$ cat config.mk
export PLATFORM = sky130hd
export DESIGN_NAME = stf_mac
export DESIGN_NICKNAME = d
export VERILOG_FILES = /design/src/hdl/stf_pkg.sv /design/src/hdl/stf_mac.sv
export SDC_FILE = /design/constraint.sdc
export NUM_CORES = 1
export LEC_CHECK = 0
export ABC_AREA = 1
export BUFFER_PORTS_ARGS = -buffer_cell sky130_fd_sc_hd__buf_2
export CORE_MARGIN = 2
export CORE_UTILIZATION = 65
export DETAILED_ROUTE_END_ITERATION = 16
export GPL_ROUTABILITY_DRIVEN = 0
export HOLD_SLACK_MARGIN = 0.03
export PLACE_DENSITY = 0.91
export SLEW_MARGIN = 20
export SYNTH_ARGS = -nofsm -noshare
export SYNTH_HDL_FRONTEND = slang
export SYNTH_SLANG_ARGS = --single-unit
$ cat constraint.sdc
create_clock -name clk -period 7.9 [get_ports clk]
set_input_delay 0.395 -clock clk [delete_from_list [all_inputs] [get_ports clk]]
set_output_delay 0.395 -clock clk [all_outputs]
set_load 0.005 [all_outputs]
$ cat src/hdl/stf_pkg.sv
// ----------------------------------------------------------------------------
// stf_pkg: shared constants and types for the sparse-tap FIR filter
// Field widths, register indexes, reset values and the control structs that
// pass between the sequencer and its arithmetic units.
// ----------------------------------------------------------------------------
package stf_pkg;

  // Parameter defaults
  localparam int DELAY_DEPTH_DEF  = 32768;
  localparam int MAX_TAPS_DEF     = 1024;
  localparam int SAMPLE_WIDTH_DEF = 24;
  localparam int COEF_WIDTH_DEF   = 18;

  // Fixed field and register widths
  localparam int TAP_INDEX_WIDTH  = 10;
  localparam int TAP_OFFSET_WIDTH = 15;
  localparam int TAP_COUNT_WIDTH  = 10;
  localparam int GAIN_WIDTH       = 18;
  localparam int ACC_WIDTH        = 64;
  localparam int CHUNK_WIDTH      = 16;
  localparam int NUM_CHUNKS       = ACC_WIDTH / CHUNK_WIDTH;
  localparam int CFG_INDEX_WIDTH  = 2;
  localparam int CFG_DATA_WIDTH   = 18;

  // Configuration register indexes and reset values
  localparam logic [CFG_INDEX_WIDTH-1:0] REG_TAP_COUNT   = 2'd0;
  localparam logic [CFG_INDEX_WIDTH-1:0] REG_OUTPUT_GAIN = 2'd1;
  localparam logic [TAP_COUNT_WIDTH-1:0] TAP_COUNT_RESET   = 10'd2;
  localparam logic [GAIN_WIDTH-1:0]      OUTPUT_GAIN_RESET = 18'd16384;

  // Item kinds carried in tuser
  localparam logic OP_LOAD_TAP = 1'b0;
  localparam logic OP_SAMPLE   = 1'b1;

  typedef struct packed {
    logic clear;
    logic en;
  } mac_ctrl_t;

  typedef struct packed {
    logic busy;
  } mac_stat_t;

  typedef struct packed {
    logic busy;
    logic done;
  } scl_stat_t;

endpackage

$ cat src/hdl/stf_mac.sv
// ----------------------------------------------------------------------------
// stf_mac: shared multiply-accumulate unit
// Registers each sample * coefficient product, then adds it into a wrapping
// 64-bit accumulator.
// ----------------------------------------------------------------------------
module stf_mac #(
  parameter int SAMPLE_WIDTH = stf_pkg::SAMPLE_WIDTH_DEF,
  parameter int COEF_WIDTH   = stf_pkg::COEF_WIDTH_DEF
) (
  input  logic                                clk,
  input  logic                                rst,
  input  stf_pkg::mac_ctrl_t                  ctrl,
  input  logic signed [SAMPLE_WIDTH-1:0]      sample,
  input  logic signed [COEF_WIDTH-1:0]        coef,
  output stf_pkg::mac_stat_t                  stat,
  output logic [stf_pkg::ACC_WIDTH-1:0]       acc
);
  import stf_pkg::*;

  localparam int PW = SAMPLE_WIDTH + COEF_WIDTH;

  logic signed [PW-1:0] prod;
  logic                 prod_valid;

  always_ff @(posedge clk) begin
    if (rst) begin
      prod_valid <= 1'b0;
    end else begin
      prod_valid <= ctrl.en;
    end
  end

  always_ff @(posedge clk) begin
    prod <= PW'(sample) * PW'(coef);
    if (ctrl.clear) begin
      acc <= '0;
    end else if (prod_valid) begin
      acc <= acc + ACC_WIDTH'(prod);
    end
  end

  assign stat.busy = prod_valid;

endmodule

Yosys cells after proc, flatten, opt, wreduce, memory -nomap -nowiden
Cells that the tools add are included.

Flip-flop bits (word level): 107. Output and inout bits: 65. Word-level logic and storage cells: 5.

$add $sub $neg: 1. $mul: 1.

Operators with widths (number): adder 64 bit (1); multiplier 24 x 18 -> 42 bit (1).

Longest topological paths before layout
Gate-level depths: netlist (run 1).

Depth in word-level cells: 1. Gate-level depth with buffers: 29. Mapped depth without buffers: 27.

Least setup slack after synthesis (run 1)
OpenSTA, ideal clock, no wires.

Kind: input to register. Start point: input port sample[23]. End point: register prod[40]. Setup time: 0.072 ns. Arrival time: 5.675 ns. Required time: 7.828 ns. Slack: 2.154 ns. Cell stages on the path: 22. Cells stage by stage: clkbuf_1 clkbuf_1 nand2_1 inv_1 fa_1 fa_1 ha_1 inv_1 fa_1 inv_1 fa_1 inv_1 fa_1 inv_1 ha_1 nand2_1 nor2_1 inv_1 nor4_1 nand3_1 nand3_1 xor2_1.

Word-level cells in the longest chain between the ends: 1.

RTL lines: start: declaration (line stf_mac.sv:13) `input logic signed [SAMPLE_WIDTH-1:0] sample,`; multiplier 24 x 18 -> 42 bit (line stf_mac.sv:34) `prod <= PW'(sample) * PW'(coef);`; end signal: assignment (line stf_mac.sv:34); end: declaration (line stf_mac.sv:22) `logic signed [PW-1:0] prod;`.

Every way passes these cells. A chain may end at the register's enable or synchronous reset.

Final worst setup path (run 1)
Start point: input port coef[1]. End point: register prod[39].

Word-level cells in the longest chain between the ends: 1.

RTL lines: start: declaration (line stf_mac.sv:14) `input logic signed [COEF_WIDTH-1:0] coef,`; multiplier 24 x 18 -> 42 bit (line stf_mac.sv:34).

Every way passes these cells.

==> results of run 1 <==
how the worst max path moves through the flow:
stage | from | endpoint | cells after the start
5_1_grt | coef[0] | prod[40] | 21
2_1_floorplan | sample[23] | prod[40] | 22
3_3_place_gp | coef[0] | prod[39] | 23
3_5_place_dp | coef[1] | prod[39] | 23
6_report | coef[1] | prod[39] | 23
4_1_cts | coef[1] | prod[39] | 23
per-stage QoR:
| step | setup WS, ns | util (%) | std cells | hold slack (ns) | area (um2) |
|---|---|---|---|---|---|
| 3_3_place_gp | 1.793 | 67.83 | 4041 | 0.4709 | 25430 |
| 3_5_place_dp | 1.542 | 67.83 | 4041 | 0.4881 | 25430 |
| 5_1_grt | 1.540 | 68.68 | 4057 | 0.1725 | 25750 |
| 4_1_cts | 1.928 | 68.68 | 4057 | 0.1750 | 25750 |
| 6_report | 1.877 | 68.68 | 4057 | 0.1673 | 25750 |
| 2_1_floorplan | 2.154 | - | 3524 | 0.4662 | 24650 |
layout by cell type, fill, tap and decap left out, types with 6 or more instances in the layout:
| cell type | netlist | routed |
|---|---|---|
| nand2_1 | 938 | 938 |
| inv_1 | 933 | 933 |
| fa_1 | 426 | 426 |
| nor2_1 | 309 | 309 |
| ha_1 | 168 | 168 |
| a21oi_1 | 120 | 120 |
| buf_2 | 1 | 110 |
| dfxtp_1 | 107 | 106 |
| nand3_1 | 91 | 91 |
| o21ai_0 | 83 | 83 |
| xor2_1 | 54 | 54 |
| nand4_1 | 26 | 26 |
| o21bai_1 | 23 | 23 |
| xnor2_1 | 17 | 17 |
| nand2_2 | 17 | 17 |
| nor3_1 | 15 | 15 |
| o21ai_1 | 13 | 13 |
| a21o_1 | 12 | 12 |
| clkbuf_16 | 0 | 9 |
| nor4_1 | 7 | 7 |
| a31oi_1 | 6 | 6 |
flip-flops by register name (all words and copies together), names as in the netlist:
name,flops
stat,1
prod,42
acc,64
logic make-up (layout without fill, tap and decap cells):
| family | after synthesis | count (layout) | synth area share, % |
|---|---|---|---|
| xor+xnor | 71 | 71 | 2.523 |
| simple gates | 1437 | 1437 | 23.57 |
| buf+inv | 1045 | 1067 | 16.04 |
| fa+ha+maj | 594 | 594 | 43.13 |
| compound gates | 270 | 270 | 6.051 |
| flops | 107 | 107 | 8.690 |
worst max-delay path, stage by stage:
cell and delay (ns):
buf_2 0.49, nand2_1 0.14, inv_1 0.14, fa_1 0.58, fa_1 0.57, ha_1 0.52
inv_1 0.24, fa_1 0.53, inv_1 0.05, fa_1 0.52, inv_1 0.05, fa_1 0.48
inv_1 0.05, ha_1 0.40, nand2_1 0.11, nor2_1 0.19, inv_1 0.09, nor2_1 0.11
inv_1 0.06, nor2_1 0.14, nand4_1 0.21, nand4_1 0.16, nand2_1 0.06
area by class of cell:
cell class / count / area share [%]
Multi-Input combinational cell: 2372 / 72.06
Inverter: 939 / 13.69
Sequential cell: 107 / 8.334
Tap cell: 511 / 2.483
Timing Repair Buffer: 112 / 2.197
Clock buffer: 9 / 0.8747
Clock inverter: 7 / 0.3596
metal layers:
metal  up-vias  routed length, um
li1      10290                  -
met1     10510              24550
met2      1560              31280
met3       353               8806
met4         0               4301
met5         -                  0
==> results.py, run 1 <==
metrics = {
    "cts": {
        "htreeDepth": 3,
        "clk_pin_slew_worst_paths_ns": 0.08,
        "clk-insertion-delay-late_ns": 0.37,
        "cts.sinks": 107,
        "hold_buffers": 0,
        "cts_repair_resize_count": 0,
        "cts_tree": "done",
        "cts_post_setup_buffers_inserted": 0,
        "clk_path_buf_depth": 2,
        "clockRootBuffer": "clkbuf_16",
        "cts_buffers": 9,
    },
    "synthesis": {
        "synth_top_area_share_pct": 34.60,
        "synth-seq-area-share_pct": 8.690,
        "syn_inst": 3524,
        "syn-num-nets": 4164,
        "ys_types": 43,
        "ys_async_sr_fraction_pct": 0,
        "synth_seq_cells": 107,
        "synth_top_area_cell": "fa_1",
        "synth_top_flop_cell": "dfxtp_1",
        "yosysMostFrequentCell": "nand2_1",
        "ys_warn_count": 0,
        "synth_area_um2": 24650,
        "avgSynthCellArea_um2": 6.995,
        "synth_area_leaders": "fa_1 (35%), nand2_1 (14%), inv_1 (14%)",
        "yosys-top-cells-count": "nand2_1 (938), inv_1 (933), fa_1 (426)",
        "synth_edf_count": 0,
    },
    "floorplanning": {
        "core_area_um2": 37490,
        "die_h_um": 198.7,
        "rows": 71,
        "initial_core_util_pct": 65.75,
        "io_pins": 111,
        "die_x_um": 198.7,
        "dieArea_um2": 39500,
    },
    "sta": {
        "maxSlewViolCount": 0,
        "maxSlewHeadroom_pct": 27.35,
        "period_needed_ns": 6.023,
        "setup_violations": 0,
        "finalHoldViolCount": 0,
        "fmax_mhz": 166.0,
        "finalSetupTns_ns": 0,
        "skew_ns": 0.01179,
        "tightest_slew_ns": 1.088,
        "rsz0062_at_grt": "no",
        "period_share_pct": 76.24,
    },
    "worst_setup_path": {
        "cp-start-kind": "primary input",
        "cp-end-kind": "flop",
        "arrival_ns": 6.29,
        "crit_fanout": 24,
        "cp.required_ns": 8.17,
        "rrSetupSlack_ns": 4.80,
        "rr_startpoint": "prod[41]",
        "reg2reg_to": "acc[43]",
        "path_class": "primary input to flop",
        "ff2ff_path_depth": 12,
    },
    "route": {
        "first_pass_iters": 9,
        "ant_nets": 0,
        "wl_per_cell_um": 16.99,
        "wirelength_um": 68940,
        "drc": 0,
        "vias": 22710,
        "drt_iter0_drc": 2098,
        "vias_per_cell": 5.598,
    },
    "finish": {
        "multiInputGateArea_um2": 18550,
        "final.fill_count": 2993,
        "syn2layout_area_growth_pct": 4.457,
        "diodes": 0,
        "fin_nets": 4181,
        "drive_gt1_share_pct": 5.189,
        "regArea_um2": 2146,
    },
    "grt": {
        "grt_pass1_wl_um": 113100,
        "grt_max_degree": 65,
        "grt_usage_pct": 36.69,
        "grtUsageMet1_pct": 44.97,
        "grt_use_met2_pct": 60.71,
        "overflow": 0,
        "top_usage_layer": "met2",
        "grt_use_met3_pct": 8.206,
        "grt_pass1_vias": 23490,
        "antenna_found_initial": 0,
    },
    "min_path": {
        "hold_end": "stat",
        "min_path_type": "primary input to flop",
        "holdPathStages": 2,
        "hp-start": "rst",
    },
    "status": {
        "status": "completed",
    },
    "placed_design": {
        "port_buffers": 110,
        "dp_hpwl_um": 55720,
    },
    "run": {
        "cap_violations": 0,
    },
}
Power of run 1 is not shown: default switching activity piles up to over one toggle a cycle in this logic, so the estimate is an artifact.
==> run 2: changes to the inputs <==
--- a/config.mk
+++ b/config.mk
@@ -5,14 +5,14 @@
 export SDC_FILE = /design/constraint.sdc
 export NUM_CORES = 1
 export LEC_CHECK = 0
-export ABC_AREA = 1
+export ABC_AREA = 0
 export BUFFER_PORTS_ARGS = -buffer_cell sky130_fd_sc_hd__buf_2
 export CORE_MARGIN = 2
-export CORE_UTILIZATION = 65
+export CORE_UTILIZATION = 59
 export DETAILED_ROUTE_END_ITERATION = 16
 export GPL_ROUTABILITY_DRIVEN = 0
 export HOLD_SLACK_MARGIN = 0.03
-export PLACE_DENSITY = 0.91
+export PLACE_DENSITY = 0.87
 export SLEW_MARGIN = 20
 export SYNTH_ARGS = -nofsm -noshare
 export SYNTH_HDL_FRONTEND = slang
==> constraint.sdc (replaced) <==
create_clock -name clk -period 5.49 [get_ports clk]
set_input_delay 0.2745 -clock clk [delete_from_list [all_inputs] [get_ports clk]]
set_output_delay 0.2745 -clock clk [all_outputs]
set_load 0.005 [all_outputs]
==> run 2 against run 1 <==
Against the previous run:
- the run now ends with negative setup slack left
- core utilization increased by 1.6 points
- non-clock buffer count increased by 225
- global-route usage decreased by 5.5 points
- final cell count decreased by 20%
- wire length decreased by 3.0%
- critical endpoint is now prod[41]
- sequential share of layout area about the same
- via count decreased by 15%
==> results.py, run 2 <==
metrics = {
    "synthesis": {
        "synth_seq_cells": 107,
        "syn-num-nets": 3167,
        "synth_top_flop_cell": "dfxtp_1",
        "synth_area_um2": 22110,
        "ys_types": 81,
        "yosysMostFrequentCell": "inv_1",
        "synth_edf_count": 0,
        "synth_top_area_cell": "fa_1",
        "synth_area_leaders": "fa_1 (39%), dfxtp_1 (9.7%), ha_1 (9.5%)",
        "ys_warn_count": 0,
        "yosys-top-cells-count": "inv_1 (508), fa_1 (426), nand2_1 (327)",
        "avgSynthCellArea_um2": 8.748,
        "synth_top_area_share_pct": 38.58,
        "synth-seq-area-share_pct": 9.690,
        "ys_async_sr_fraction_pct": 0,
        "syn_inst": 2527,
    },
    "worst_setup_path": {
        "slowest_stage": "fa_1",
        "path_class": "primary input to flop",
        "cpPeakStageDelay_ns": 0.57,
        "ff2ff_path_depth": 14,
        "cp.required_ns": 5.74,
        "arrival_ns": 6.27,
        "critPathLaunch": "coef[12]",
        "cpMostUsedCell": "fa_1",
        "cp_top_family": "adder cells",
        "crit_fanout": 15,
        "cp-end-kind": "flop",
        "rr_startpoint": "acc[0]",
        "crit_buf_inv": 5,
        "cp_cell_sequence": "buf_4 -> buf_12 -> nand2_1 -> fa_1 -> inv_1 -> fa_1 -> fa_2 -> fa_2 -> fa_1 -> inv_1 -> fa_1 -> inv_1 -> ha_4 -> a21o_1 -> a221oi_4 -> a211o_1 -> nand2_2 -> a21oi_2 -> nor3b_2 -> a31oi_2 -> a21oi_2 -> a21oi_2 -> o21ba_4 -> xnor2_2",
        "cp-start-kind": "primary input",
        "reg2reg_to": "acc[40]",
        "rrSetupSlack_ns": 1.34,
    },
    "grt": {
        "grt_usage_pct": 31.17,
        "grt_max_degree": 77,
        "overflow": 0,
        "antenna_found_initial": 0,
        "grt_pass1_wl_um": 97500,
        "grt_pass1_vias": 19990,
    },
    "finish": {
        "final_util_pct": 70.23,
        "diodes": 0,
        "final.fill_count": 2351,
        "top_register": "acc",
        "syn2layout_area_growth_pct": 16.87,
        "layout_commonest_cell": "inv_1",
        "fin_nets": 3396,
        "final_cell_mix": "inv_1 (488), fa_1 (407), nand2_1 (313), buf_4 (206), ha_1 (149)",
        "fin_area_um2": 25840,
        "drive_gt1_share_pct": 18.73,
        "largest_register_ffs": 64,
    },
    "sta": {
        "fmax_mhz": 165.9,
        "period_share_pct": 109.8,
        "finalHoldViolCount": 0,
        "tightest_slew_ns": 1.026,
        "maxSlewHeadroom_pct": 31.53,
        "maxSlewViolCount": 0,
        "worst_slack_ns": -0.5379,
        "rsz0062_at_grt": "yes",
        "skew_ns": 0.01564,
        "period_needed_ns": 6.028,
        "setup_violations": 12,
    },
    "cts": {
        "clk-insertion-delay-late_ns": 0.36,
        "clk_pin_slew_worst_paths_ns": 0.08,
        "cts_tree": "done",
        "clockRootBuffer": "clkbuf_16",
        "cts.sinks": 107,
        "cts_buffers": 9,
        "clk_path_buf_depth": 2,
        "htreeDepth": 3,
    },
    "route": {
        "ant_nets": 0,
        "vias": 19400,
        "wirelength_um": 66860,
        "drt_iter0_drc": 1856,
        "first_pass_iters": 6,
        "drc": 0,
        "wl_per_cell_um": 20.70,
        "vias_per_cell": 6.009,
    },
    "placed_design": {
        "dp_slack_ns": -0.8641,
        "port_buffers": 110,
        "placed_area_um2": 24520,
        "dp_hpwl_um": 49270,
    },
    "min_path": {
        "min_path_type": "primary input to flop",
        "holdPathStages": 2,
        "hp-start": "rst",
        "hold_end": "stat",
    },
    "floorplanning": {
        "io_pins": 111,
        "die_x_um": 197.6,
        "dieArea_um2": 39030,
        "core_area_um2": 36790,
        "rows": 70,
        "die_h_um": 197.6,
        "initial_core_util_pct": 60.10,
    },
    "status": {
        "violations": "negative setup slack",
        "status": "finished with violations",
    },
    "run": {
        "cap_violations": 0,
    },
}
-- run 2: cell types whose count changed after synthesis, sizes merged, moves of 11 or more --
cell | before | now
o21a | 1 | 12
nand2 | 955 | 327
o21ai | 99 | 63
xnor2 | 17 | 70
mux2i | 0 | 42
nand3 | 96 | 26
buf | 7 | 18
and2 | 1 | 161
nand2b | 0 | 25
a21o | 12 | 54
nor2 | 319 | 106
xor2 | 54 | 27
a21oi | 123 | 110
inv | 938 | 508
-- run 2: how the worst max path moves through the flow --
stage	end	slack, ns	cells past startpoint
2_1_floorplan	prod[41]	-0.25	26
3_3_place_gp	prod[41]	-0.59	25
3_5_place_dp	prod[41]	-0.86	25
4_1_cts	prod[41]	-0.14	24
5_1_grt	prod[41]	-0.64	24
6_report	prod[41]	-0.54	24
-- run 2: stage by stage --
step	setup TNS (ns)	instances	hold slack, ns
after detailed placement	-9.522	3189	0.4270
after floorplan	-0.8485	2527	0.3461
after global routing	-4.877	3229	0.05053
final	-2.706	3229	0.05100
after CTS	-0.3260	3215	0.04687
after global placement	-6.031	3189	0.4240
-- run 2: per-layer routing --
layer,global-route usage [%],vias up,share of wire (%)
met5,0,-,0
met4,13.12,0,6.7
met3,5.310,419,9.6
met2,54.64,1351,48
met1,38.03,9389,36
li1,-,8243,-
-- run 2: area by class of cell --
class / instances / area [um2] / share of cell area [%]
Clock inverter: 7 / 67.56 / 0.2615
Clock buffer: 9 / 225.2 / 0.8717
Inverter: 509 / 1911 / 7.395
Sequential cell: 107 / 2146 / 8.306
Timing Repair Buffer: 337 / 2749 / 10.64
Tap cell: 468 / 585.6 / 2.266
Multi-Input combinational cell: 1792 / 18150 / 70.26
-- run 2: worst reg2reg max path, stage by stage (launching register included) --
cell and delay (ns):
dfxtp_1 0.37, ha_1 0.20, inv_1 0.06, fa_1 0.40
nor2b_1 0.18, o21bai_1 0.13, a2111oi_0 0.76, o21ai_1 0.27
and3_1 0.30, o21ai_2 0.20, a21boi_1 0.14, o21a_1 0.25
o31ai_1 0.39, nor3_1 0.10, a211o_1 0.28
-- run 2: kinds of logic after synthesis --
| family | Yosys count | share of synthesized area, % |
|---|---|---|
| and+or+nand+nor | 725 | 15.62 |
| buffers and inverters | 628 | 11.13 |
| adders and majority gates | 594 | 48.09 |
| AOI/OAI and AO/OA | 333 | 9.679 |
| DFF | 107 | 9.690 |
| xor gates and xnor gates | 97 | 3.843 |
| muxes | 43 | 1.953 |
-- run 2: repair_timing --
| action | 4_1_cts | 5_1_grt |
|---|---|---|
| resized for setup | 134 | 95 |
| setup endpoints to repair | 12 | 14 |
| buffers inserted | 10 | 13 |
| hold buffers | 0 | 0 |
| cloned | 0 | 2 |
| pin swaps | 43 | 47 |
Power of run 2 is left out for the same reason.
