==> src/hdl/stf_pkg.sv <==
// ----------------------------------------------------------------------------
// stf_pkg: shared constants and types for the sparse-tap FIR filter
// Field widths, register indexes, reset values and the control structs that
// pass between the sequencer and its arithmetic units.
// ----------------------------------------------------------------------------
package stf_pkg;

  // Parameter defaults
  localparam int DELAY_DEPTH_DEF  = 32768;
  localparam int MAX_TAPS_DEF     = 1024;
  localparam int SAMPLE_WIDTH_DEF = 24;
  localparam int COEF_WIDTH_DEF   = 18;

  // Fixed field and register widths
  localparam int TAP_INDEX_WIDTH  = 10;
  localparam int TAP_OFFSET_WIDTH = 15;
  localparam int TAP_COUNT_WIDTH  = 10;
  localparam int GAIN_WIDTH       = 18;
  localparam int ACC_WIDTH        = 64;
  localparam int CHUNK_WIDTH      = 16;
  localparam int NUM_CHUNKS       = ACC_WIDTH / CHUNK_WIDTH;
  localparam int CFG_INDEX_WIDTH  = 2;
  localparam int CFG_DATA_WIDTH   = 18;

  // Configuration register indexes and reset values
  localparam logic [CFG_INDEX_WIDTH-1:0] REG_TAP_COUNT   = 2'd0;
  localparam logic [CFG_INDEX_WIDTH-1:0] REG_OUTPUT_GAIN = 2'd1;
  localparam logic [TAP_COUNT_WIDTH-1:0] TAP_COUNT_RESET   = 10'd2;
  localparam logic [GAIN_WIDTH-1:0]      OUTPUT_GAIN_RESET = 18'd16384;

  // Item kinds carried in tuser
  localparam logic OP_LOAD_TAP = 1'b0;
  localparam logic OP_SAMPLE   = 1'b1;

  typedef struct packed {
    logic clear;
    logic en;
  } mac_ctrl_t;

  typedef struct packed {
    logic busy;
  } mac_stat_t;

  typedef struct packed {
    logic busy;
    logic done;
  } scl_stat_t;

endpackage

==> src/hdl/stf_scale.sv <==
// ----------------------------------------------------------------------------
// stf_scale: gain scaling, rounding and saturation
// Multiplies the accumulator magnitude by the gain one 16-bit chunk a step,
// rounds half away from zero and clamps to the sample range.
// ----------------------------------------------------------------------------
module stf_scale #(
  parameter int SAMPLE_WIDTH = stf_pkg::SAMPLE_WIDTH_DEF,
  parameter int COEF_WIDTH   = stf_pkg::COEF_WIDTH_DEF
) (
  input  logic                             clk,
  input  logic                             rst,
  input  logic                             start,
  input  logic [stf_pkg::ACC_WIDTH-1:0]    acc,
  input  logic [stf_pkg::GAIN_WIDTH-1:0]   gain,
  output stf_pkg::scl_stat_t               stat,
  output logic [SAMPLE_WIDTH-1:0]          result
);
  import stf_pkg::*;

  localparam int PW    = ACC_WIDTH + GAIN_WIDTH;
  localparam int PPW   = CHUNK_WIDTH + GAIN_WIDTH;
  localparam int SHIFT = COEF_WIDTH + 14;
  localparam int QW    = PW - SHIFT;
  localparam int CW    = $clog2(NUM_CHUNKS);
  localparam logic [PW-1:0] ROUND  = PW'(1) << (SHIFT - 1);
  localparam logic [QW-1:0] MAXPOS = (QW'(1) << (SAMPLE_WIDTH - 1)) - QW'(1);
  localparam logic [QW-1:0] MAXNEG = QW'(1) << (SAMPLE_WIDTH - 1);
  localparam logic [CW-1:0] LAST_CHUNK = CW'(NUM_CHUNKS - 1);

  typedef enum logic [2:0] {
    SC_IDLE, SC_ABS, SC_MUL, SC_LAST, SC_ROUND, SC_SAT
  } sc_state_t;

  sc_state_t            state;
  logic [ACC_WIDTH-1:0] mag;
  logic [PPW-1:0]       pp;
  logic [PW-1:0]        sum;
  logic [CW-1:0]        cnt;
  logic                 neg;
  logic                 done;
  logic [QW-1:0]        q;
  logic [QW-1:0]        q_sat;

  always_comb begin
    q = sum[PW-1:SHIFT];
    if (neg) begin
      q_sat = (q > MAXNEG) ? MAXNEG : q;
    end else begin
      q_sat = (q > MAXPOS) ? MAXPOS : q;
    end
  end

  always_ff @(posedge clk) begin
    if (rst) begin
      state <= SC_IDLE;
      done  <= 1'b0;
    end else begin
      done <= 1'b0;
      case (state)
        SC_IDLE: begin
          if (start) begin
            state <= SC_ABS;
          end
        end
        SC_ABS: begin
          neg   <= acc[ACC_WIDTH-1];
          mag   <= acc[ACC_WIDTH-1] ? (~acc + ACC_WIDTH'(1)) : acc;
          sum   <= '0;
          cnt   <= '0;
          state <= SC_MUL;
        end
        SC_MUL: begin
          // Take the top chunk; fold the previous partial product in.
          pp  <= mag[ACC_WIDTH-1 -: CHUNK_WIDTH] * gain;
          mag <= mag << CHUNK_WIDTH;
          if (cnt != '0) begin
            sum <= (sum << CHUNK_WIDTH) + PW'(pp);
          end
          cnt <= cnt + CW'(1);
          if (cnt == LAST_CHUNK) begin
            state <= SC_LAST;
          end
        end
        SC_LAST: begin
          sum   <= (sum << CHUNK_WIDTH) + PW'(pp);
          state <= SC_ROUND;
        end
        SC_ROUND: begin
          sum   <= sum + ROUND;
          state <= SC_SAT;
        end
        SC_SAT: begin
          result <= SAMPLE_WIDTH'(neg ? (~q_sat + QW'(1)) : q_sat);
          done   <= 1'b1;
          state  <= SC_IDLE;
        end
        default: begin
          state <= SC_IDLE;
        end
      endcase
    end
  end

  assign stat.done = done;
  assign stat.busy = (state != SC_IDLE);

endmodule

==> config.mk <==
export PLATFORM = sky130hd
export DESIGN_NAME = stf_scale
export DESIGN_NICKNAME = d
export VERILOG_FILES = /design/src/hdl/stf_pkg.sv /design/src/hdl/stf_scale.sv
export SDC_FILE = /design/constraint.sdc
export NUM_CORES = 1
export LEC_CHECK = 0
export BUFFER_PORTS_ARGS = -buffer_cell sky130_fd_sc_hd__buf_4
export CAP_MARGIN = 40
export CORE_MARGIN = 2
export CORE_UTILIZATION = 59
export CTS_BUF_LIST = sky130_fd_sc_hd__clkbuf_8
export DETAILED_ROUTE_END_ITERATION = 7
export MAX_ROUTING_LAYER = met4
export PLACE_DENSITY = 0.85
export SLEW_MARGIN = 10
export SYNTH_ARGS = -nofsm -noshare
export SYNTH_HDL_FRONTEND = slang
export SYNTH_SLANG_ARGS = --single-unit
==> constraint.sdc <==
create_clock -name clk -period 6.7 [get_ports clk]
set_input_delay 1.005 -clock clk [delete_from_list [all_inputs] [get_ports clk]]
set_output_delay 1.005 -clock clk [all_outputs]
set_load 0.01 [all_outputs]
Yosys cells after proc, flatten, opt, wreduce, memory -nomap -nowiden:

Index checks and enable logic that the tools add are counted.

* logic and storage cells: 52
* output and inout bits: 26
* input port bits: 85
* register bits after elaboration: 211

* multiplexer cells: 13
* multiply operators: 1
* magnitude comparators: 2
* reduce and logical (&&, ||, !) cells: 11
* $add $sub $neg: 5
* bitwise gates (word level): 3
* equal/unequal tests: 9

Operator list (number)
* 82-bit one-hot mux with 4 select lines: 1
* 64-bit one-hot mux with 2 select lines: 1
* 24-bit 2-to-1 mux: 4
* 82-bit by 32-bit adder with 82-bit output (second input constant): 1
* 82-bit by 34-bit adder with 82-bit output: 1
* 82-bit 2-to-1 mux: 1
* 64-bit by 1-bit adder with 64-bit output (second input constant): 1
* 64-bit 2-to-1 mux: 1
* 64-bit NOT: 1
* 50-bit by 23-bit greater-than comparator with 1-bit output (second input constant): 1
* 50-bit by 24-bit greater-than comparator with 1-bit output (second input constant): 1
* 16-bit by 18-bit multiplier with 34-bit output: 1
* 24-bit by 1-bit adder with 24-bit output (second input constant): 1
* 24-bit NOT: 1
* 3-bit one-hot mux with 5 select lines: 1
* 2-bit AND reduction: 5
* 3-bit by 2-bit == test with 1-bit output (second input constant): 2
* 3-bit == test (second input constant): 2
* 3-bit 2-to-1 mux: 2
* 2-bit inequality test (second input constant): 3
* 2-bit one-hot mux with 2 select lines: 1
* 2-bit nonzero test: 2
* 4-bit nonzero test: 1
* 3-bit by 1-bit == test with 1-bit output (second input constant): 1
* other kinds (7): 7

Depth between registers and ports, before layout:

Gate-level depths: netlist of the first run.

* word-level depth: 6
* mapped depth: 24

Worst setup path before layout of the first run:

Ideal clock, no wire load.

* path kind: input -> register
* start: input gain[6] in the netlist's numbering
* end: register pp[28], data pin
* arrival: 6.587 ns
* stages on the path: 21
* path buffers: 1
* slack: -0.094 ns
* cell sequence: clkbuf_1 and2_1 fa_1 inv_1 fa_1 fa_1 inv_1 fa_1 fa_1 inv_1 fa_1 inv_1 ha_1 and4_1 and3_1 a211o_1 o2111ai_1 nand2_1 a21oi_1 mux2i_1 a2111oi_0

* cells in the longest elaborated chain, start to end: 1

Ends and longest elaborated chain
* start: declaration: RTL line stf_scale.sv:14 `input logic [stf_pkg::GAIN_WIDTH-1:0] gain,`
* 16-bit by 18-bit multiplier with 34-bit output: RTL line stf_scale.sv:74 `pp <= mag[ACC_WIDTH-1 -: CHUNK_WIDTH] * gain;`
* end signal: assignment: RTL line stf_scale.sv:74
* end: declaration: RTL line stf_scale.sv:36 `logic [PPW-1:0] pp;`

Every way passes these cells.
A chain may end at the register's enable or synchronous reset.

Worst setup path after layout of the first run:

* start: register mag[54]
* end: register pp[28], data pin

* cells in the longest elaborated chain, start to end: 1

Ends and longest elaborated chain
* start: declaration: RTL line stf_scale.sv:35 `logic [ACC_WIDTH-1:0] mag;`
* start signal: assignment: RTL line stf_scale.sv:67 `mag <= acc[ACC_WIDTH-1] ? (~acc + ACC_WIDTH'(1)) : acc;`
* start signal: assignment: RTL line stf_scale.sv:75 `mag <= mag << CHUNK_WIDTH;`
* 16-bit by 18-bit multiplier with 34-bit output: RTL line stf_scale.sv:74

Every way passes these cells.

==> results.yml, run 1 <==
critical_path:
  worst_r2r_path_depth: 21
  critPathRequiredTime_ns: 7.02
  critical_path.max_fanout: 15
  capture_point_of_the_worst_path: "pp[28]$_DFFE_PP_"
  crit_path_start: "mag[54]$_DFFE_PP_"
  setup.worst_path.end_class: "flip-flop"
  arrival_ns: 6.71
  r2r-end: "pp[28]$_DFFE_PP_"
  path_cells: "buf_12 -> and2_1 -> fa_1 -> inv_1 -> fa_1 -> fa_1 -> fa_1 -> inv_1 -> fa_1 -> inv_1 -> fa_1 -> inv_1 -> ha_1 -> and4_1 -> and3_1 -> a211o_1 -> o2111ai_1 -> nand2_1 -> a21oi_2 -> mux2i_1 -> a2111oi_1"
  cp_slowest_stage_delay_ns: 0.56
  path_class: "reg -> reg"
  cp_top_family: "adder cells"
  slowest_stage: "fa_1"
  r2r_slack_ns: 0.31
  critical_path.n_buffers_inverters: 5
  cp_num_cells: 21
  cpMostUsedCell: "fa_1"
  rr_startpoint: "mag[54]$_DFFE_PP_"
  critical_path_launch_point_type: "flip-flop"
hold_path:
  number_of_instances_on_the_worst_hold_path: 1
  hold_path_class: "reg -> reg"
placed_design:
  replace_congestion: 0.932
  place_ws_ns: -0.282
  detailed_place_hpwl_um: 41600
  placed_cell_area_mm2: 0.0237
  count_of_buffers_inserted_at_the_top_level_ports: 110
detailed_routing:
  drtAntennaViolNets: 0
  first_pass_iters: 6
  totalWireLength_um: 54300
  route.detailed.wl_per_inst_um: 18.2
  vias: 17603
  viasPerCell: 5.91
  drtIter0Drc: 1454
  drc: 0
clock_tree:
  h-tree-depth: 2
  total_clock_buffers_created_by_cts: 36
  clk_latency_ns: 0.55
  cts-root-buf: "clkbuf_8"
  clock_tree_buf_depth: 3
  count_of_clock_tree_sinks: 211
  clock_tree_from_tritoncts: "yes"
  clk_transition_reported_paths_ns: 0.07
floorplanning:
  num_rows: 70
  die_h_um: 197
  start_util: 0.598
  chipWidth_um: 197
  placeableCoreArea_mm2: 0.0366
  boundaryPins: 111
  dieArea_mm2: 0.0387
sta:
  relSlewSlack: 0.436
  max_freq_ghz: 0.156
  fin_setup_tns_ns: 0
  grt_setup_unrepaired: "no"
  setup_viol: 0
  finalMaxSlewViolations: 0
  hold_violations: 0
  fin_worst_skew_ns: 0.0114
  part_of_the_cycle_the_worst_path_needs: 0.954
  final.min_clock_period_ns: 6.39
  final_critical_path_setup_slack_ns: 0.310
  timing_worst_slew_pin_value_ns: 0.845
finish:
  insertedDiodeCount: 0
  drive_above_1_share: 0.120
  final_nets: 2923
  design_area_mm2: 0.0246
  most_frequent_cells_in_the_layout: "301 x inv_1, 300 x nand2_1, 223 x fa_1"
  leading_cell_type_in_the_layout_fill_and_taps_excluded: "inv_1"
  area_growth_pct: 12.5
flow_run:
  max_cap_viol_count: 0
synthesis:
  synth.lib_cells_used.distinct: 63
  yosysSeqAreaShare: 0.288
  syn-cell-area_mm2: 0.0219
  mappedNetlistNets: 2772
  postSynthRegisterBits: 211
  syn-mean-instance-area_um2: 9.37
  synth_warnings: 0
  postSynth.asyncResetShare: 0
  syn-instance-count: 2335
  synth_edf_count: 207
  synthFlopType: "edfxtp_1"
global_routing:
  number_of_antenna_violations_at_the_first_check_in_global_routing: 0
  grt_use_total: 0.293
  grt_first_pass_wirelength_um: 88600
  grt_start_max_net_pins: 69
  global_route.overflow_total: 0
  first_global_vias: 17861
status:
  status: "finished clean"
power_and_ir_drop:
  power_leakage_nw: 10.4
  power.density_mw_per_mm2: 526
  vdd_ir_drop_max_uv: 1050
-- cell usage after synthesis (21+ instances only) --
cell type / count / area share
nor3_1: 47 / 0.011
clkbuf_1: 117 / 0.020
nand3_1: 53 / 0.012
a21oi_1: 72 / 0.016
nor4_1: 26 / 0.0074
nor2_1: 112 / 0.019
xor2_1: 95 / 0.038
o31ai_1: 21 / 0.0072
and2_1: 153 / 0.044
fa_1: 223 / 0.20
o21ai_0: 104 / 0.024
inv_1: 284 / 0.049
edfxtp_1: 207 / 0.28
nand2_1: 300 / 0.051
xnor2_1: 107 / 0.043
o22ai_1: 49 / 0.014
ha_1: 129 / 0.074
-- cells by family after synthesis --
kind of cell,after synthesis,share of synthesized area
fa+ha+maj,352,0.278
simple gates,810,0.182
buf+inv,405,0.0700
xor+xnor,202,0.0808
mux,3,0.00137
flops,211,0.288
compound gates,352,0.100
-- worst register-to-register path: stages, from the launching register on --
cell	delay, ns
edfxtp_1	0.42
buf_12	0.17
and2_1	0.19
fa_1	0.54
inv_1	0.05
fa_1	0.56
fa_1	0.44
fa_1	0.49
inv_1	0.06
fa_1	0.53
inv_1	0.06
fa_1	0.53
inv_1	0.04
ha_1	0.32
and4_1	0.23
and3_1	0.19
a211o_1	0.34
o2111ai_1	0.19
nand2_1	0.11
a21oi_2	0.23
mux2i_1	0.10
a2111oi_1	0.39
-- worst min path at each step --
stage,end,start,slack [ns]
2_1_floorplan,mag[16]$_DFFE_PP_,mag[0]$_SDFFCE_PP0P_,0.50
3_3_place_gp,mag[46]$_DFFE_PP_,mag[30]$_DFFE_PP_,0.51
3_5_place_dp,sum[9]$_DFFE_PP_,pp[9]$_DFFE_PP_,0.51
4_1_cts,sum[9]$_DFFE_PP_,pp[9]$_DFFE_PP_,0.52
5_1_grt,sum[0]$_DFFE_PP_,pp[0]$_DFFE_PP_,0.54
6_report,sum[9]$_DFFE_PP_,pp[9]$_DFFE_PP_,0.52
-- layout make-up --
class                      instances  area, um^2
clock buffer                      36         495
inverter                         284        1070
multi-input combinational       1719       14100
timing repair buffer             234        1960
clock inverter                    28         124
sequential                       211        6300
tap                              468         586
fill                            2828       12000
-- through the flow --
| stage | power [W] | std cells | utilization | hold slack (ns) |
|---|---|---|---|---|
| finish | 0.0130 | 2980 | 0.673 | 0.516 |
| global route | 0.0142 | 2980 | 0.673 | 0.539 |
| CTS | 0.0129 | 2954 | 0.664 | 0.523 |
| global placement | 0.0115 | 2888 | 0.646 | 0.509 |
| detailed placement | 0.0118 | 2890 | 0.647 | 0.508 |
| floorplan | 0.00856 | 2335 | - | 0.496 |
-- report_power, final --
group | internal, W | switching [W] | leakage (nW)
clock | 0.000505 | 0.000551 | 0.378
sequential | 0.00201 | 0.0000959 | 1.95
combinational | 0.00442 | 0.00537 | 8.05
-- sequential cells by signal, indices dropped and copies added, names as in the netlist --
| signal | flops |
|---|---|
| pp | 34 |
| cnt | 2 |
| result | 24 |
| state | 3 |
| neg | 1 |
| sum | 82 |
| done | 1 |
| mag | 64 |
-- routing by layer --
layer | routed length (um) | vias up | GRT usage | share of wire
li1 | - | 8129 | - | -
met1 | 22000 | 8596 | 0.385 | 0.41
met2 | 26300 | 739 | 0.469 | 0.48
met3 | 4160 | 139 | 0.0430 | 0.077
met4 | 1820 | 0 | 0.105 | 0.033
met5 | 0 | - | - | 0
-- repair_timing --
action | CTS | global route
hold buffers | 0 | 0
setup buffers | 0 | 26
endpoints found under the setup margin | 0 | 8
resized for setup | 0 | 2
Note: power is estimated with default switching activity, not from simulation.
==> run 2, diff against run 1 <==
--- a/config.mk
+++ b/config.mk
@@ -11,8 +11,7 @@
 export CORE_UTILIZATION = 59
 export CTS_BUF_LIST = sky130_fd_sc_hd__clkbuf_8
 export DETAILED_ROUTE_END_ITERATION = 7
-export MAX_ROUTING_LAYER = met4
-export PLACE_DENSITY = 0.85
+export PLACE_DENSITY = 0.76
 export SLEW_MARGIN = 10
 export SYNTH_ARGS = -nofsm -noshare
 export SYNTH_HDL_FRONTEND = slang
==> results.yml, run 2 (synthesized netlist as in run 1, its figures left out) <==
finish:
  largest_registers: "sum: 82 flops, mag: 64 flops, pp: 34 flops"
  leading_cell_type_in_the_layout_fill_and_taps_excluded: "nand2_1"
  utilization_after_layout: 0.671
  n_fill_cell: 2956
  insertedDiodeCount: 0
  drive_above_1_share: 0.118
  registers.top_by_ff_count: "sum"
  design_area_mm2: 0.0246
  most_frequent_cells_in_the_layout: "300 x nand2_1, 295 x inv_1, 223 x fa_1"
  final_nets: 2913
  area_growth_pct: 12.2
  flip_flop_count_of_the_largest_register_all_copies_and_words_added: 82
status:
  status: "finished clean"
critical_path:
  path_class: "in -> reg"
  arrival_ns: 6.69
  critical_path_launch_point_type: "input pin"
  critPathRequiredTime_ns: 7.04
  setup.worst_path.end_class: "flip-flop"
  critical_path.max_fanout: 11
detailed_routing:
  drtIter0Drc: 1527
  first_pass_iters: 5
  drtAntennaViolNets: 0
  vias: 17539
  viasPerCell: 5.90
  totalWireLength_um: 53900
  route.detailed.wl_per_inst_um: 18.2
  drc: 0
global_routing:
  met3_usage: 0.0414
  global_route.overflow_total: 0
  first_global_vias: 17766
  number_of_antenna_violations_at_the_first_check_in_global_routing: 0
  grt_use_total: 0.285
  highest_utilization_routing_layer_at_the_global_route_stage: "met2"
  grt_first_pass_wirelength_um: 88500
  gr-usage-met2: 0.458
  grt_start_max_net_pins: 102
  global_route.usage.met1: 0.404
power_and_ir_drop:
  vdd_ir_drop_max_uv: 1020
  power.density_mw_per_mm2: 536
  design_power_total_w: 0.0132
  power_leakage_nw: 10.3
placed_design:
  detailed_place_hpwl_um: 41200
  placed_cell_area_mm2: 0.0236
  replace_congestion: 0.940
  count_of_buffers_inserted_at_the_top_level_ports: 110
floorplanning:
  start_util: 0.598
  placeableCoreArea_mm2: 0.0366
  chipWidth_um: 197
  dieArea_mm2: 0.0387
  boundaryPins: 111
  num_rows: 70
  die_h_um: 197
clock_tree:
  h-tree-depth: 2
  clock_tree_from_tritoncts: "yes"
  count_of_clock_tree_sinks: 211
  total_clock_buffers_created_by_cts: 38
  clk_transition_reported_paths_ns: 0.07
  cts.hold.buffers_added: 0
  clk_latency_ns: 0.57
  clock_tree_buf_depth: 3
  cts-root-buf: "clkbuf_8"
hold_path:
  hold_path_class: "reg -> reg"
sta:
  grt_setup_unrepaired: "no"
  fin_setup_tns_ns: 0
  timing_worst_slew_pin_value_ns: 0.876
  final.min_clock_period_ns: 6.36
  fin_worst_skew_ns: 0.0493
  hold_violations: 0
  max_freq_ghz: 0.157
  relSlewSlack: 0.416
  setup_viol: 0
  part_of_the_cycle_the_worst_path_needs: 0.949
  finalMaxSlewViolations: 0
flow_run:
  max_cap_viol_count: 0
==> run 2: layout make-up <==
| type | instances | area, um^2 | share of cell area |
|---|---|---|---|
| Clock inverter | 29 | 159 | 0.00647 |
| Sequential cell | 211 | 6300 | 0.256 |
| Timing Repair Buffer | 222 | 1810 | 0.0736 |
| Multi-Input combinational cell | 1719 | 14100 | 0.574 |
| Tap cell | 468 | 586 | 0.0238 |
| Inverter | 284 | 1070 | 0.0434 |
| Clock buffer | 39 | 537 | 0.0219 |
==> run 2: report_power, final <==
part           switching (W)  internal, W
Clock               0.000565     0.000585
Combinational        0.00535      0.00454
Sequential          0.000115      0.00201
==> run 2: through the flow <==
| stage | cells | worst slack [ns] | hold slack (ns) |
|---|---|---|---|
| floorplan | 2335 | 0.0123 | 0.496 |
| global placement | 2885 | -0.0816 | 0.508 |
| detailed placement | 2887 | -0.244 | 0.511 |
| CTS | 2955 | 0.130 | 0.524 |
| global route | 2972 | 0.00212 | 0.542 |
| finish | 2972 | 0.344 | 0.523 |
==> run 2: worst paths after layout <==
kind | slack (ns) | from | end | cells past startpoint
min reg2reg | 0.52 | pp[0]$_DFFE_PP_ | sum[0]$_DFFE_PP_ | 1
max | 0.34 | gain[6] | pp[28]$_DFFE_PP_ | 21
max reg2reg | 0.35 | mag[55]$_DFFE_PP_ | pp[28]$_DFFE_PP_ | 20
min | 0.52 | pp[0]$_DFFE_PP_ | sum[0]$_DFFE_PP_ | 1
==> run 2: repair_timing <==
action,in CTS,in global routing
resized for setup,0,1
setup endpoints to repair,0,8
buffers inserted,0,17
==> run 2: critical path: stages <==
cell and delay, ns:
buf_4 0.16, and2_1 0.17, fa_1 0.53, inv_1 0.05, fa_1 0.51, fa_1 0.53, inv_1 0.05, fa_1 0.47
fa_1 0.54, inv_1 0.05, fa_1 0.53, inv_1 0.04, ha_1 0.34, and4_1 0.19, and3_1 0.19, a211o_1 0.34
o2111ai_1 0.19, nand2_1 0.13, a21oi_2 0.21, mux2i_1 0.10, a2111oi_1 0.37
==> run 2: layer usage <==
| layer | part of all wire | up-vias | wire (um) |
|---|---|---|---|
| met5 | 0 | - | 0 |
| met4 | 0.025 | 0 | 1320 |
| met3 | 0.074 | 97 | 4000 |
| met2 | 0.47 | 690 | 25400 |
| met1 | 0.43 | 8658 | 23300 |
| li1 | - | 8094 | - |
